**src/rtl/sbr_pkg.sv**
```systemverilog
// Shared types and constants for the stream byte reassembler.
// No dependencies; sbr_admit, the top level and the bench import this package.
package sbr_pkg;

  // Default window size in bytes; the top level hands it down
  localparam int unsigned SBR_CAPACITY = 32;
  // Upper bound on bytes delivered for one request
  localparam int unsigned MAX_DRAIN    = 32;
  localparam int unsigned DRAIN_W      = $clog2(MAX_DRAIN + 1);

  // Field widths
  localparam int unsigned IDX_W  = 32;
  localparam int unsigned BYTE_W = 8;
  localparam int unsigned CNT_W  = 6;

  // Stream port widths
  localparam int unsigned S_TDATA_W = 48;
  localparam int unsigned S_TUSER_W = 3;
  localparam int unsigned M_TDATA_W = 48;
  localparam int unsigned M_TUSER_W = 1;

  // Request commands
  typedef enum logic [1:0] {
    CMD_BYTE    = 2'd0,
    CMD_EMPTY   = 2'd1,
    CMD_CONSUME = 2'd2,
    CMD_NOP     = 2'd3
  } sbr_cmd_e;

  // Result kinds
  typedef enum logic {
    KIND_BYTE   = 1'b0,
    KIND_STATUS = 1'b1
  } sbr_kind_e;

  // Sequencer states
  typedef enum logic [2:0] {
    ST_IDLE,
    ST_UPDATE,
    ST_CHECK,
    ST_EMIT,
    ST_STATUS
  } sbr_state_e;

  // One accepted request
  typedef struct packed {
    sbr_cmd_e            cmd;
    logic [IDX_W-1:0]    stream_index;
    logic [BYTE_W-1:0]   data_byte;
    logic                seg_eof;
    logic                seg_last;
    logic [CNT_W-1:0]    consume_count;
  } sbr_item_t;

  // Scalar state seen by the admission logic
  typedef struct packed {
    logic [IDX_W-1:0] head;
    logic [CNT_W-1:0] held;
    logic             end_known;
    logic [IDX_W-1:0] end_index;
    logic             closed;
  } sbr_ctx_t;

  // Admission decision for one request
  typedef struct packed {
    logic             store;
    logic             set_end;
    logic [IDX_W-1:0] end_val;
    logic [CNT_W-1:0] held_n;
  } sbr_admit_t;

endpackage

```
**src/rtl/sbr_ram.sv**
```systemverilog
// Generic single-write, single-read synchronous RAM with registered read data.
// No dependencies.
module sbr_ram #(
  parameter int unsigned WIDTH = 8,
  parameter int unsigned DEPTH = 32,
  localparam int unsigned AW   = (DEPTH > 1) ? $clog2(DEPTH) : 1
) (
  input  logic             clk_i,
  input  logic             we_i,
  input  logic [AW-1:0]    waddr_i,
  input  logic [WIDTH-1:0] wdata_i,
  input  logic [AW-1:0]    raddr_i,
  output logic [WIDTH-1:0] rdata_o
);

  logic [WIDTH-1:0] mem_q [DEPTH];
  logic [WIDTH-1:0] rdata_q;

  // Write port
  always_ff @(posedge clk_i) begin
    if (we_i) begin
      mem_q[waddr_i] <= wdata_i;
    end
  end

  // Registered read port
  always_ff @(posedge clk_i) begin
    rdata_q <= mem_q[raddr_i];
  end

  assign rdata_o = rdata_q;

endmodule

```
**src/rtl/sbr_admit.sv**
```systemverilog
// Window admission for one request: store decision, ring address, end record
// and reader space update. Depends on sbr_pkg.
module sbr_admit #(
  parameter int unsigned CAPACITY = sbr_pkg::SBR_CAPACITY,
  localparam int unsigned PW      = $clog2(CAPACITY)
) (
  input  sbr_pkg::sbr_item_t  item_i,
  input  sbr_pkg::sbr_ctx_t   ctx_i,
  input  logic [PW-1:0]       ptr_i,
  input  logic [CAPACITY-1:0] present_i,
  output logic [PW-1:0]       addr_o,
  output sbr_pkg::sbr_admit_t admit_o
);
  import sbr_pkg::*;

  localparam logic [PW:0]    CAP_P = (PW+1)'(CAPACITY);
  localparam logic [CNT_W:0] CAP_C = (CNT_W+1)'(CAPACITY);

  logic [CNT_W:0]   avail;
  logic [IDX_W:0]   idx_w;
  logic [IDX_W:0]   win_end;
  logic [IDX_W-1:0] off_full;
  logic [PW:0]      addr_sum;
  logic             win_lt;
  logic             win_le;
  logic             in_win;
  logic             live;
  logic             eof_byte;
  logic             eof_empty;

  // Window bounds, compared on the unwrapped index
  always_comb begin
    avail   = CAP_C - {1'b0, ctx_i.held};
    idx_w   = {1'b0, item_i.stream_index};
    win_end = {1'b0, ctx_i.head} + (IDX_W+1)'(avail);
    win_lt  = idx_w < win_end;
    win_le  = idx_w <= win_end;
    in_win  = (item_i.stream_index >= ctx_i.head) && win_lt &&
              (!ctx_i.end_known || (item_i.stream_index < ctx_i.end_index));
  end

  // Ring address: offset from the head, folded once into the store
  always_comb begin
    off_full = item_i.stream_index - ctx_i.head;
    addr_sum = {1'b0, ptr_i} + {1'b0, off_full[PW-1:0]};
    addr_o   = (addr_sum >= CAP_P) ? PW'(addr_sum - CAP_P) : addr_sum[PW-1:0];
  end

  // Store, end of stream and reader space
  always_comb begin
    live      = !ctx_i.closed;
    eof_byte  = live && (item_i.cmd == CMD_BYTE) && item_i.seg_eof &&
                item_i.seg_last && win_lt && !ctx_i.end_known;
    eof_empty = live && (item_i.cmd == CMD_EMPTY) && item_i.seg_eof &&
                win_le && !ctx_i.end_known;

    admit_o.store   = live && (item_i.cmd == CMD_BYTE) && in_win && !present_i[addr_o];
    admit_o.set_end = eof_byte || eof_empty;
    admit_o.end_val = eof_byte ? (item_i.stream_index + IDX_W'(1)) : item_i.stream_index;

    if (item_i.cmd == CMD_CONSUME) begin
      admit_o.held_n = (item_i.consume_count >= ctx_i.held) ? '0 :
                       (ctx_i.held - item_i.consume_count);
    end else begin
      admit_o.held_n = ctx_i.held;
    end
  end

endmodule

```
**src/rtl/stream_byte_reassembler_top.sv**
```systemverilog
// Top level of the stream byte reassembler: sequencer, ring pointer, state
// registers and output register. Depends on sbr_pkg, sbr_ram, sbr_admit.
//
//  Port group  Dir  Payload (lowest bit first)
//  s_axis      in   tdata: stream_index, data_byte, consume_count
//                   tuser: cmd, seg_eof; tlast: seg_last
//  m_axis      out  tdata: out_byte, stream_ended, pending_count, next_expected
//                   tuser: kind; tlast: last
//
// One request at a time. Each delivered byte passes through CHECK, where the
// byte RAM read at the head pointer is registered, and then EMIT, where it is
// presented, as the single read port serves one entry at a time.
// Reset clears the present flags in flip-flops at once; no clearing pass.
// The output register lets the next request be taken while the status waits;
// a stalled sink holds the sequencer in its emit states.
module stream_byte_reassembler_top #(
  parameter int unsigned CAPACITY = sbr_pkg::SBR_CAPACITY
) (
  input  logic                         clk_i,
  input  logic                         rst_ni,
  input  logic                         s_axis_tvalid,
  output logic                         s_axis_tready,
  // [31:0] stream_index, [39:32] data_byte, [45:40] consume_count, [47:46] zero
  input  logic [sbr_pkg::S_TDATA_W-1:0] s_axis_tdata,
  // [1:0] cmd, [2] seg_eof
  input  logic [sbr_pkg::S_TUSER_W-1:0] s_axis_tuser,
  input  logic                         s_axis_tlast,
  output logic                         m_axis_tvalid,
  input  logic                         m_axis_tready,
  // [7:0] out_byte, [8] stream_ended, [14:9] pending_count,
  // [46:15] next_expected, [47] zero
  output logic [sbr_pkg::M_TDATA_W-1:0] m_axis_tdata,
  // [0] kind
  output logic [sbr_pkg::M_TUSER_W-1:0] m_axis_tuser,
  output logic                         m_axis_tlast
);
  import sbr_pkg::*;

  localparam int unsigned PW = $clog2(CAPACITY);
  localparam logic [PW-1:0]    PTR_LAST = PW'(CAPACITY - 1);
  localparam logic [CNT_W-1:0] CAP_C    = CNT_W'(CAPACITY);

  sbr_state_e state_q, state_d;

  sbr_item_t           item_q;
  sbr_item_t           item_in;
  logic [PW-1:0]       ptr_q, ptr_d;
  logic [CAPACITY-1:0] present_q, present_d;
  logic [IDX_W-1:0]    head_q, head_d;
  logic [CNT_W-1:0]    pending_q, pending_d;
  logic [CNT_W-1:0]    held_q, held_d;
  logic                end_known_q, end_known_d;
  logic [IDX_W-1:0]    end_index_q, end_index_d;
  logic                closed_q, closed_d;
  logic [DRAIN_W-1:0]  drain_q, drain_d;

  logic                 m_valid_q, m_valid_d;
  logic [M_TDATA_W-1:0] m_data_q, m_data_d;
  logic [M_TUSER_W-1:0] m_user_q, m_user_d;
  logic                 m_last_q, m_last_d;

  sbr_ctx_t      ctx;
  sbr_admit_t    admit;
  logic [PW-1:0] admit_addr;
  logic [BYTE_W-1:0] rd_byte;

  logic s_fire;
  logic out_free;
  logic can_drain;
  logic close_now;
  logic ram_we;
  logic emit_byte;
  logic emit_status;

  // Request unpacking
  always_comb begin
    item_in.cmd           = sbr_cmd_e'(s_axis_tuser[1:0]);
    item_in.seg_eof       = s_axis_tuser[2];
    item_in.stream_index  = s_axis_tdata[31:0];
    item_in.data_byte     = s_axis_tdata[39:32];
    item_in.consume_count = s_axis_tdata[45:40];
    item_in.seg_last      = s_axis_tlast;
  end

  assign s_fire   = s_axis_tvalid && s_axis_tready;
  assign out_free = !m_valid_q || m_axis_tready;

  // Admission
  always_comb begin
    ctx.head      = head_q;
    ctx.held      = held_q;
    ctx.end_known = end_known_q;
    ctx.end_index = end_index_q;
    ctx.closed    = closed_q;
  end

  sbr_admit #(.CAPACITY(CAPACITY)) u_admit (
    .item_i    (item_q),
    .ctx_i     (ctx),
    .ptr_i     (ptr_q),
    .present_i (present_q),
    .addr_o    (admit_addr),
    .admit_o   (admit)
  );

  // Byte store: written on admission, read at the head pointer
  sbr_ram #(.WIDTH(BYTE_W), .DEPTH(CAPACITY)) u_store (
    .clk_i   (clk_i),
    .we_i    (ram_we),
    .waddr_i (admit_addr),
    .wdata_i (item_q.data_byte),
    .raddr_i (ptr_q),
    .rdata_o (rd_byte)
  );

  // Head run and stream end tests
  assign can_drain = (drain_q < DRAIN_W'(MAX_DRAIN)) && !closed_q && present_q[ptr_q] &&
                     (held_q < CAP_C) && (!end_known_q || (head_q < end_index_q));
  assign close_now = !closed_q && end_known_q && (head_q >= end_index_q);

  // Next state
  always_comb begin
    state_d = state_q;
    unique case (state_q)
      ST_IDLE:   if (s_fire) state_d = ST_UPDATE;
      ST_UPDATE: state_d = ST_CHECK;
      ST_CHECK:  state_d = can_drain ? ST_EMIT : ST_STATUS;
      ST_EMIT:   if (out_free) state_d = ST_CHECK;
      ST_STATUS: if (out_free) state_d = ST_IDLE;
      default:   state_d = ST_IDLE;
    endcase
  end

  // Sequencer outputs
  always_comb begin
    s_axis_tready = (state_q == ST_IDLE);
    ram_we        = (state_q == ST_UPDATE) && admit.store;
    emit_byte     = (state_q == ST_EMIT) && out_free;
    emit_status   = (state_q == ST_STATUS) && out_free;
  end

  // State updates
  always_comb begin
    ptr_d       = ptr_q;
    present_d   = present_q;
    head_d      = head_q;
    pending_d   = pending_q;
    held_d      = held_q;
    end_known_d = end_known_q;
    end_index_d = end_index_q;
    closed_d    = closed_q;
    drain_d     = drain_q;

    if (state_q == ST_UPDATE) begin
      drain_d = '0;
      held_d  = admit.held_n;
      if (admit.store) begin
        present_d[admit_addr] = 1'b1;
        pending_d             = pending_q + CNT_W'(1);
      end
      if (admit.set_end) begin
        end_known_d = 1'b1;
        end_index_d = admit.end_val;
      end
    end

    if (emit_byte) begin
      present_d[ptr_q] = 1'b0;
      ptr_d            = (ptr_q == PTR_LAST) ? '0 : ptr_q + PW'(1);
      head_d           = head_q + IDX_W'(1);
      held_d           = held_q + CNT_W'(1);
      drain_d          = drain_q + DRAIN_W'(1);
      if (pending_q != '0) begin
        pending_d = pending_q - CNT_W'(1);
      end
    end

    // Stream end: discard whatever is still stored
    if (emit_status && close_now) begin
      closed_d  = 1'b1;
      present_d = '0;
      pending_d = '0;
    end
  end

  // Output register
  always_comb begin
    m_data_d  = m_data_q;
    m_user_d  = m_user_q;
    m_last_d  = m_last_q;
    m_valid_d = m_valid_q && !m_axis_tready;
    if (emit_byte) begin
      m_valid_d = 1'b1;
      m_data_d  = {1'b0, head_d, pending_d, 1'b0, rd_byte};
      m_user_d  = M_TUSER_W'(KIND_BYTE);
      m_last_d  = 1'b0;
    end else if (emit_status) begin
      m_valid_d = 1'b1;
      m_data_d  = {1'b0, head_d, pending_d, closed_d, {BYTE_W{1'b0}}};
      m_user_d  = M_TUSER_W'(KIND_STATUS);
      m_last_d  = 1'b1;
    end
  end

  // Control registers
  always_ff @(posedge clk_i or negedge rst_ni) begin
    if (!rst_ni) begin
      state_q     <= ST_IDLE;
      ptr_q       <= '0;
      present_q   <= '0;
      head_q      <= '0;
      pending_q   <= '0;
      held_q      <= '0;
      end_known_q <= 1'b0;
      end_index_q <= '0;
      closed_q    <= 1'b0;
      drain_q     <= '0;
      m_valid_q   <= 1'b0;
    end else begin
      state_q     <= state_d;
      ptr_q       <= ptr_d;
      present_q   <= present_d;
      head_q      <= head_d;
      pending_q   <= pending_d;
      held_q      <= held_d;
      end_known_q <= end_known_d;
      end_index_q <= end_index_d;
      closed_q    <= closed_d;
      drain_q     <= drain_d;
      m_valid_q   <= m_valid_d;
    end
  end

  // Payload registers
  always_ff @(posedge clk_i) begin
    if (s_fire) begin
      item_q <= item_in;
    end
    m_data_q <= m_data_d;
    m_user_q <= m_user_d;
    m_last_q <= m_last_d;
  end

  assign m_axis_tvalid = m_valid_q;
  assign m_axis_tdata  = m_data_q;
  assign m_axis_tuser  = m_user_q;
  assign m_axis_tlast  = m_last_q;

  // Checks
  a_pending_bound : assert property (@(posedge clk_i) disable iff (!rst_ni)
    pending_q <= CAP_C) else $error("pending count beyond capacity");

  a_write_empty_slot : assert property (@(posedge clk_i) disable iff (!rst_ni)
    ram_we |-> !present_q[admit_addr]) else $error("store overwrites a held byte");

  a_closed_cleared : assert property (@(posedge clk_i) disable iff (!rst_ni)
    closed_q |-> (present_q == '0)) else $error("bytes held after stream end");

  a_no_byte_after_end : assert property (@(posedge clk_i) disable iff (!rst_ni)
    (m_valid_q && (m_user_q == M_TUSER_W'(KIND_BYTE))) |-> !closed_q)
    else $error("byte result after stream end");

endmodule

```
**config.mk**
```make
export PLATFORM = sky130hd
export DESIGN_NAME = stream_byte_reassembler_top
export DESIGN_NICKNAME = d
export VERILOG_FILES = /design/src/rtl/sbr_pkg.sv /design/src/rtl/sbr_ram.sv /design/src/rtl/sbr_admit.sv /design/src/rtl/stream_byte_reassembler_top.sv
export SDC_FILE = /design/constraint.sdc
export NUM_CORES = 1
export LEC_CHECK = 0
export ABC_AREA = 1
export ABC_CLOCK_PERIOD_IN_PS = 7210
export BUFFER_PORTS_ARGS = -buffer_cell sky130_fd_sc_hd__buf_2
export CORE_UTILIZATION = 55
export CTS_BUF_LIST = sky130_fd_sc_hd__clkbuf_8
export DETAILED_ROUTE_END_ITERATION = 10
export GPL_ROUTABILITY_DRIVEN = 0
export PLACE_DENSITY = 0.72
export RECOVER_POWER = 25
export SLEW_MARGIN = 25
export SYNTH_ARGS = -nofsm -noshare
export SYNTH_HDL_FRONTEND = slang
export SYNTH_SLANG_ARGS = --single-unit
```
**constraint.sdc**
```tcl
create_clock -name clk_i -period 7.21 [get_ports clk_i]
set_clock_uncertainty 0.1 [all_clocks]
set_input_delay 1.0815 -clock clk_i [delete_from_list [all_inputs] [get_ports clk_i]]
set_output_delay 1.0815 -clock clk_i [all_outputs]
set_load 0.1 [all_outputs]
```
==> results of run 1 <==
[state kept, by name, indices dropped and copies added, names as in the netlist]
signal           count
ptr_q                5
end_index_q         32
m_axis_tvalid        1
state_q              3
pending_q            6
u_store.rdata_o      8
held_q               6
end_known_q          1
drain_q              6
item_q              50
head_q              32
present_q           32
closed_q             1
m_axis_tlast         1
u_store.mem_q      256
m_axis_tdata        47
[kinds of logic (layout without fill, tap and decap cells)]
| family | Yosys count | in the layout |
|---|---|---|
| xor+xnor | 97 | 97 |
| buf+inv | 404 | 593 |
| other cells | 1 | 1 |
| mux | 1 | 1 |
| flops | 487 | 487 |
| compound gates | 490 | 490 |
| fa+ha+maj | 161 | 161 |
| simple gates | 996 | 996 |
[per-stage QoR]
step,instances,setup slack [ps],cell area [µm²]
2_1_floorplan,2637,2150,25400
3_3_place_gp,3270,1130,26400
3_5_place_dp,3270,990,26400
4_1_cts,3418,950,28000
5_1_grt,3426,282,28100
6_report,3426,858,28100
[Yosys cell counts, types with 5 or more instances]
cell type / count / area share (%)
nand2_1: 448 / 6.6
edfxtp_1: 352 / 42
nor2_1: 332 / 4.9
inv_1: 309 / 4.6
o21ai_0: 219 / 4.3
ha_1: 157 / 7.7
a21oi_1: 127 / 2.5
dfrtp_1: 125 / 12
xor2_1: 84 / 2.9
nand3_1: 80 / 1.6
clkbuf_1: 70 / 1.0
nand4_1: 48 / 1.2
nor3_1: 42 / 0.83
o211ai_1: 36 / 1.1
o221ai_1: 34 / 1.2
o22ai_1: 33 / 0.81
a31oi_1: 12 / 0.30
xnor2_1: 12 / 0.41
nor4_1: 11 / 0.27
dfxtp_1: 10 / 0.79
nand2_2: 8 / 0.20
o21ai_1: 8 / 0.16
a21o_1: 6 / 0.18
buf_1: 6 / 0.089
inv_2: 6 / 0.089
nor2_2: 6 / 0.15
o21a_1: 6 / 0.18
buf_2: 5 / 0.099
[path summary, 6_finish.rpt]
check	from	to	cells after the start	slack, ps
max in group asynchronous	rst_ni	ptr_q[0]	2	3680
setup / recovery	held_q[0]	u_store.mem_q[14][7]	34	860
setup reg to reg	held_q[0]	u_store.mem_q[14][7]	34	860
hold reg to reg	drain_q[5]	drain_q[5]	1	390
hold / removal	drain_q[5]	drain_q[5]	1	390
min in group asynchronous	rst_ni	end_index_q[22]	1	1330
[per-layer routing]
metal,wire length [µm],share of wire (%),track usage (%),vias up
met5,0,0,0,-
met2,29800,45,44.5,1037
met3,6410,9.6,5.23,162
met1,28200,42,40.2,9335
met4,2310,3.5,12.0,0
li1,-,-,-,9281
[final cells by class]
class                           instances  share of cell area (%)
Sequential cell                       487                    49.5
Clock inverter                         60                    1.30
Clock buffer                           88                    4.31
Multi-Input combinational cell       1746                    35.4
Inverter                              318                    4.26
Tap cell                              600                    2.67
Timing Repair Buffer                  127                    2.54
[worst max-delay path: cells and delay by family (launching register included)]
kind / cells / cell delay [ps]
fa+ha+maj: 3 / 800
flops: 1 / 440
simple gates: 24 / 3300
compound gates: 1 / 490
buf+inv: 5 / 690
xor+xnor: 1 / 160
[cells in the final DEF (no fill, tap or decap), drive strengths merged, types with 6 or more instances in the layout]
cell type	netlist	routed
a21o	6	6
a21oi	128	128
a31oi	12	12
buf	15	121
clkbuf	71	94
clkinv	3	18
dfrtp	125	125
dfxtp	10	10
edfxtp	352	352
ha	157	157
inv	315	355
nand2	457	457
nand3	81	81
nand4	48	48
nor2	345	345
nor3	45	45
nor4	11	11
o211ai	36	36
o21a	6	6
o21ai	227	227
o221ai	34	34
o22ai	33	33
xnor2	12	12
xor2	85	85
[power by group]
| part | switching, mW | internal, mW |
|---|---|---|
| clock network | 1.16 | 1.25 |
| logic | 3.87 | 1.40 |
| registers | 0.380 | 3.48 |
| total | 5.40 | 6.13 |
==> results.ini, run 1 <==
[final_layout]
nets=2979
multi_input_area_um2=9960
final-seq-area_um2=13900
fillerInstances=3760
drive_gt1_share_pct=9.59
synthToLayoutAreaGrowth_pct=10.7
diodes=0
postLayoutCoreUtil_pct=61.8

[floorplan]
io_pins=108
coreArea_um2=45500
die_w_um=217
core.rowCount=78
die_h_um=217
die-area_um2=47000
start_util_pct=55.8

[route]
firstDrtPassIters=6
drc=0
drtAntennaViolNets=0
num_vias=19815
drtIter0Drc=2337
avgRoutedWirePerCell_um=19.5
wl_mm=66.7
vias_per_cell=5.78

[global_routing]
antenna_found_initial=0
grtUsageTotal_pct=28.8
grt_pass1_wl_mm=104
grt_pass1_vias=19118
grt_max_degree=112
overflow=0

[logic_synthesis]
yosysSeqAreaShare_pct=54.7
synthAdderAreaFrac_pct=8.05
synth_top_family_by_area=simple AND/OR/NAND/NOR gates
yosys.area_share.simple_pct=16.7
synth_xor_area_share_pct=3.37
synthFlopType=edfxtp_1
netlist_area_um2=25400
yosys_warnings=0
synth_area_per_cell_um2=9.63
syn-num-nets=2854
synth_edf_count=352
synthMuxAreaShare_pct=0.0394
synth_cell_types=56
netlist_instances=2637
synth_compound_area_share_pct=11.0
async_flop_share_pct=25.7
synth-seq-cells=487

[run_status]
status=finished, violations left
violations=max-capacitance violations, max-slew violations

[timing]
tns_ps=0
maxClockFrequency_ghz=0.157
period_minus_slack_ps=6350
tightest_slew_ps=3150
slew_viol_final=54
min_period_over_period_pct=88.1
setup_viol=0
max_slew_margin_pct=-110
hold_viol=0
hold_slack_ps=386
rsz0062_at_grt=no

[worst_setup_path]
path_common_cell=nand2_1
crit_fanout=11
worst-setup-path-type=reg -> reg
arrival_ps=6580
crit_slowest_cell=o21ai_0
startpoint_type=register
max_stage_delay_ps=490
cp-end-kind=register
cp.required_ps=7440

[clock_tree]
cts_hold_buf=0
root_buffer=clkbuf_8
cts_resized=0
cts_inserted_buffers=82
cts_tree=built
path_clk_slew_ps=60
post_cts_buffers=0
cts_sinks=487
clock_tree.buffer_depth=3
insertion_delay_ps=700
cts_htree_levels=3

[power_and_ir_drop]
leakagePower_nw=12.1
finalPower_mw=11.5
vdd.ir_drop.worst_uv=403
pwr_density_cell_nw_per_um2=410

[worst_hold_path]
hp-class=reg -> reg

[place]
numPortBuffers=104
dp_hpwl_mm=45.2

[job]
max_cap_viol_count=1

Power figures use the tool's default switching activity.
==> run 2: changes to the inputs <==
--- a/config.mk
+++ b/config.mk
@@ -8,6 +8,7 @@
 export ABC_AREA = 1
 export ABC_CLOCK_PERIOD_IN_PS = 7210
 export BUFFER_PORTS_ARGS = -buffer_cell sky130_fd_sc_hd__buf_2
+export CORE_ASPECT_RATIO = 0.75
 export CORE_UTILIZATION = 55
 export CTS_BUF_LIST = sky130_fd_sc_hd__clkbuf_8
 export DETAILED_ROUTE_END_ITERATION = 10
==> results.ini, run 2 (synthesis results as in run 1) <==
[floorplan]
io_pins=108
start_util_pct=56.3
die_h_um=188
core.rowCount=67
die-area_um2=47000
die_w_um=250
coreArea_um2=45100

[worst_setup_path]
worst-setup-path-type=reg -> reg
max_stage_delay_ps=480
path_common_cell=nand2_1
r2r_end=u_store.mem_q[26][5]
startpoint=held_q[0]
cp.required_ps=7390
ff2ff_path_depth=31
arrival_ps=6770
cp-end-kind=register
rrSetupSlack_ps=620
crit_fanout=11
startpoint_type=register
crit_slowest_cell=o21ai_0
r2r_start=held_q[0]

[global_routing]
grt_pass1_vias=18259
overflow=0
grtUsageTotal_pct=29.1
antenna_found_initial=0
grt_max_degree=90
grt_pass1_wl_mm=105

[timing]
min_period_over_period_pct=91.4
hold_slack_ps=384
maxClockFrequency_ghz=0.152
tns_ps=0
hold_viol=0
tightest_slew_ps=3200
rsz0062_at_grt=no
slew_viol_final=57
setup_viol=0
period_minus_slack_ps=6590
max_slew_margin_pct=-113

[final_layout]
final-seq-area_um2=13900
multi_input_area_um2=9960
diodes=0
largest_reg_flops=256
fin_area_um2=28000
fillerInstances=3645
nets=2977
regMostFlops=u_store.mem_q
drive_gt1_share_pct=9.77
final_common_cell=nand2_1
layout_common_cells=447 x nand2_1, 352 x edfxtp_1, 336 x inv_1, 329 x nor2_1, 219 x o21ai_0
synthToLayoutAreaGrowth_pct=10.4

[route]
wl_met3_mm=9.43
drc=0
drtAntennaViolNets=0
met2_wirelength_mm=26.5
avgRoutedWirePerCell_um=20.0
num_vias=19851
wl_mm=68.1
vias_per_cell=5.82
drtIter0Drc=2757
wl_met1_mm=31.1
firstDrtPassIters=7
highest_layer=met4

[clock_tree]
cts_hold_buf=0
clock_tree.buffer_depth=3
insertion_delay_ps=670
path_clk_slew_ps=60
cts_inserted_buffers=78
cts_tree=built
cts_htree_levels=3
root_buffer=clkbuf_8
cts_sinks=487

[run_status]
status=finished, violations left
violations=max-capacitance violations, max-slew violations

[power_and_ir_drop]
pwr-share-seq_pct=33.8
vdd.ir_drop.worst_uv=334
combPwrFrac_pct=46.4
p_switching_mw=5.52
p_int_mw=6.07
leakagePower_nw=12.0
netSwitchingFraction_pct=47.7
clock_power_share_pct=19.9
pwr_density_cell_nw_per_um2=413

[worst_hold_path]
holdPathEnd=drain_q[4]
min_path_cells=1
hp-class=reg -> reg
min-delay-start=drain_q[4]

[place]
numPortBuffers=104
place_area_um2=26400
dp_hpwl_mm=48.0

[job]
max_cap_viol_count=1

## run 2: repair_timing
| item | CTS | global route |
|---|---|---|
| gates resized for setup | 0 | 1 |
| endpoints found under the setup margin | 0 | 8 |
| buffers inserted | 0 | 0 |
## run 2: final cells by class
type	count	share of cell area, %
repair buffers	129	2.64
flip-flops and latches	487	49.6
clock inverters	55	1.01
multi-input cells	1746	35.5
inverters	318	4.26
clock buffers	89	4.37
well taps	586	2.62
## run 2: worst max-delay path: cells and delay by family (launching register included)
family                     cells  cell delay (ps)
DFF                            1              450
xor gates and xnor gates       1              160
and+or+nand+nor               21             3360
buffers and inverters          5              750
AOI/OAI and AO/OA              1              480
adders and majority gates      3              870
## run 2: layer usage
layer / global-route usage (%) / up-vias
li1: - / 9292
met1: 47.5 / 9288
met2: 37.9 / 1169
met3: 7.52 / 102
met4: 6.16 / 0
met5: 0 / -
## run 2: worst max path at each step
stage / endpoint / slack (ps)
3_5_place_dp: u_store.mem_q[30][7] / 630
3_3_place_gp: u_store.mem_q[30][7] / 970
5_1_grt: u_store.mem_q[30][6] / 130
4_1_cts: u_store.mem_q[30][6] / 580
2_1_floorplan: u_store.mem_q[29][0] / 2150
6_report: u_store.mem_q[26][5] / 620
## run 2: metrics by stage
stage,total power [mW],instances,util [%],setup slack (ps)
after floorplan,7.69,2637,-,2150
after global placement,8.99,3257,58.6,967
after detailed placement,9.17,3257,58.6,635
after CTS,11.5,3401,61.9,578
after global routing,12.3,3410,62.2,127
final,11.6,3410,62.2,620
## run 2: power by group through the flow
stage               Clock [mW]  Sequential (mW)  Combinational [mW]
floorplan                    0             4.45                3.25
global placement             0             3.99                5.00
detailed placement           0             4.01                5.16
CTS                       2.34             3.96                5.18
global route              2.47             3.95                5.86
finish                    2.30             3.92                5.37
==> run 3: changes to the inputs <==
--- a/config.mk
+++ b/config.mk
@@ -5,7 +5,6 @@
 export SDC_FILE = /design/constraint.sdc
 export NUM_CORES = 1
 export LEC_CHECK = 0
-export ABC_AREA = 1
 export ABC_CLOCK_PERIOD_IN_PS = 7210
 export BUFFER_PORTS_ARGS = -buffer_cell sky130_fd_sc_hd__buf_2
 export CORE_ASPECT_RATIO = 0.75
@@ -15,7 +14,6 @@
 export GPL_ROUTABILITY_DRIVEN = 0
 export PLACE_DENSITY = 0.72
 export RECOVER_POWER = 25
-export SLEW_MARGIN = 25
 export SYNTH_ARGS = -nofsm -noshare
 export SYNTH_HDL_FRONTEND = slang
 export SYNTH_SLANG_ARGS = --single-unit
==> results.ini, run 3 <==
[clock_tree]
insertion_delay_ps=680
cts_inserted_buffers=77
cts_tree=built
path_clk_slew_ps=70
post_cts_buffers=0
cts_resized=0
cts_sinks=487
clock_tree.buffer_depth=3
cts_hold_buf=0
root_buffer=clkbuf_8
cts_htree_levels=3

[run_status]
status=finished, violations left
violations=design-rule violations, max-capacitance violations, max-slew violations

[route]
firstDrtPassIters=9
num_vias=16987
avgRoutedWirePerCell_um=22.8
drtAntennaViolNets=0
wl_mm=62.0
vias_per_cell=6.26
drc=8
drtIter0Drc=1982

[global_routing]
grt.busiest_layer=met1
overflow=0
antenna_found_initial=0
use_met1_pct=41.8
grt_pass1_vias=16123
gr-usage-met3_pct=9.21
grt_pass1_wl_mm=93.9
grt.met2_usage_pct=36.7
grt_max_degree=78
grtUsageTotal_pct=27.2

[timing]
slew_viol_final=61
rsz0062_at_grt=no
period_minus_slack_ps=6620
tns_ps=0
maxClockFrequency_ghz=0.151
max_slew_margin_pct=-144
setup_viol=0
hold_viol=0
tightest_slew_ps=3670
layout_setup_ws_ps=592
min_period_over_period_pct=91.8

[final_layout]
fillerInstances=3444
postLayoutCoreUtil_pct=61.7
synthToLayoutAreaGrowth_pct=10.7
largest_reg_flops=256
regMostFlops=u_store.mem_q
nets=2280
diodes=0
layout_common_cells=352 x edfxtp_1, 157 x ha_1, 152 x nand2_1, 141 x inv_1, 123 x dfrtp_1
final_common_cell=edfxtp_1
drive_gt1_share_pct=17.4
multi_input_area_um2=10200
final-seq-area_um2=13900

[power_and_ir_drop]
p_switching_mw=5.20
finalPower_mw=11.7
pwr-share-seq_pct=34.4
pwr_density_cell_nw_per_um2=426
clock_power_share_pct=19.3
combPwrFrac_pct=46.3
vdd.ir_drop.worst_uv=326
leakagePower_nw=10.4
netSwitchingFraction_pct=44.3
p_int_mw=6.53

[floorplan]
core.rowCount=67
io_pins=108
start_util_pct=55.7
die_w_um=248
die-area_um2=46100
coreArea_um2=44700
die_h_um=186

[worst_setup_path]
startpoint_type=register
arrival_ps=6890
cp-end-kind=register
cp.required_ps=7490
crit_fanout=12
worst-setup-path-type=reg -> reg

[worst_hold_path]
hp-class=reg -> reg

[logic_synthesis]
netlist_instances=1928
yosysSeqAreaShare_pct=55.8
syn-num-nets=2145
yosysTopAreaCell=edfxtp_1
synthFlopType=edfxtp_1
netlist.area_leader.share_pct=42.5
synth-seq-cells=487
netlist_area_um2=24900
synth_edf_count=352
yosys-top-cells-area=edfxtp_1 42%, dfrtp_1 13%, mux4_2 8.8%
synth_area_per_cell_um2=12.9
async_flop_share_pct=25.7
synth_cell_types=87
synth_most_common_cell=edfxtp_1
yosys_warnings=0
synthTopCellsByCount=352 x edfxtp_1, 157 x ha_1, 152 x nand2_1, 125 x dfrtp_1, 106 x inv_1

[place]
dp_slack_ps=681
dp_hpwl_mm=42.8
numPortBuffers=104

[job]
max_cap_viol_count=1

run 3: layout make-up:
cell class / instances / share of cell area, %
Clock buffer: 79 / 3.95
Clock inverter: 64 / 1.34
Inverter: 109 / 1.48
Multi-Input combinational cell: 1244 / 37.1
Sequential cell: 487 / 50.5
Tap cell: 586 / 2.66
Timing Repair Buffer: 144 / 2.97
run 3: final timing paths:
kind | start | to | slack [ps] | cells after the start
max in group asynchronous | rst_ni | ptr_q[0] | 2900 | 2
max | held_q[0] | u_store.mem_q[3][1] | 590 | 19
min in group asynchronous | rst_ni | head_q[28] | 1570 | 1
max reg2reg | held_q[0] | u_store.mem_q[3][1] | 590 | 19
min reg2reg | m_axis_tlast | m_axis_tlast | 360 | 2
min | m_axis_tlast | m_axis_tlast | 360 | 2
run 3: critical path: stages, from the launching register on:
cell and delay, ps:
dfrtp_1 450, inv_1 130, ha_1 350, inv_1 70, fa_1 430, nor2b_1 180
o31a_1 200, o211ai_1 110, buf_4 190, or3_1 540, xnor2_1 190, ha_1 290
and3_1 200, a221o_1 370, a221o_1 390, a221oi_2 290, a21o_1 200, nand2_1 300
nor3_1 1010, buf_4 290
run 3: power by group through the flow:
stage               combinational [mW]  clock, mW  sequential, mW
floorplan                         3.53          0            4.54
global placement                  5.20          0            4.05
detailed placement                5.34          0            4.08
CTS                               5.36       2.32            4.03
global route                      5.86       2.43            4.09
finish                            5.44       2.26            4.03
run 3: layer usage:
metal | share of wire (%) | wire, µm | vias up
li1 | - | - | 7628
met1 | 46 | 28200 | 8438
met2 | 41 | 25600 | 815
met3 | 11 | 6980 | 106
met4 | 2.0 | 1220 | 0
met5 | 0 | 0 | -
run 3: through the flow:
stage / area, µm² / std cells / hold WS [ps]
3_3_place_gp: 26100 / 2570 / 351
5_1_grt: 27600 / 2713 / 395
3_5_place_dp: 26100 / 2570 / 351
6_report: 27600 / 2713 / 363
4_1_cts: 27600 / 2713 / 289
2_1_floorplan: 24900 / 1928 / 350
run 3: kinds of logic (layout without fill, tap and decap cells):
group                    Yosys count  after routing  share of synthesized area, %
AND/OR/NAND/NOR                  586            586                          12.1
flip-flops                       487            487                          55.8
buffers and inverters            197            396                          3.18
AO/OA/AOI/OAI                    272            272                          7.18
XOR/XNOR                         106            106                          3.81
other                              1              1                        0.0151
multiplexers                     118            118                          9.73
adder cells (fa/ha/maj)          161            161                          8.21
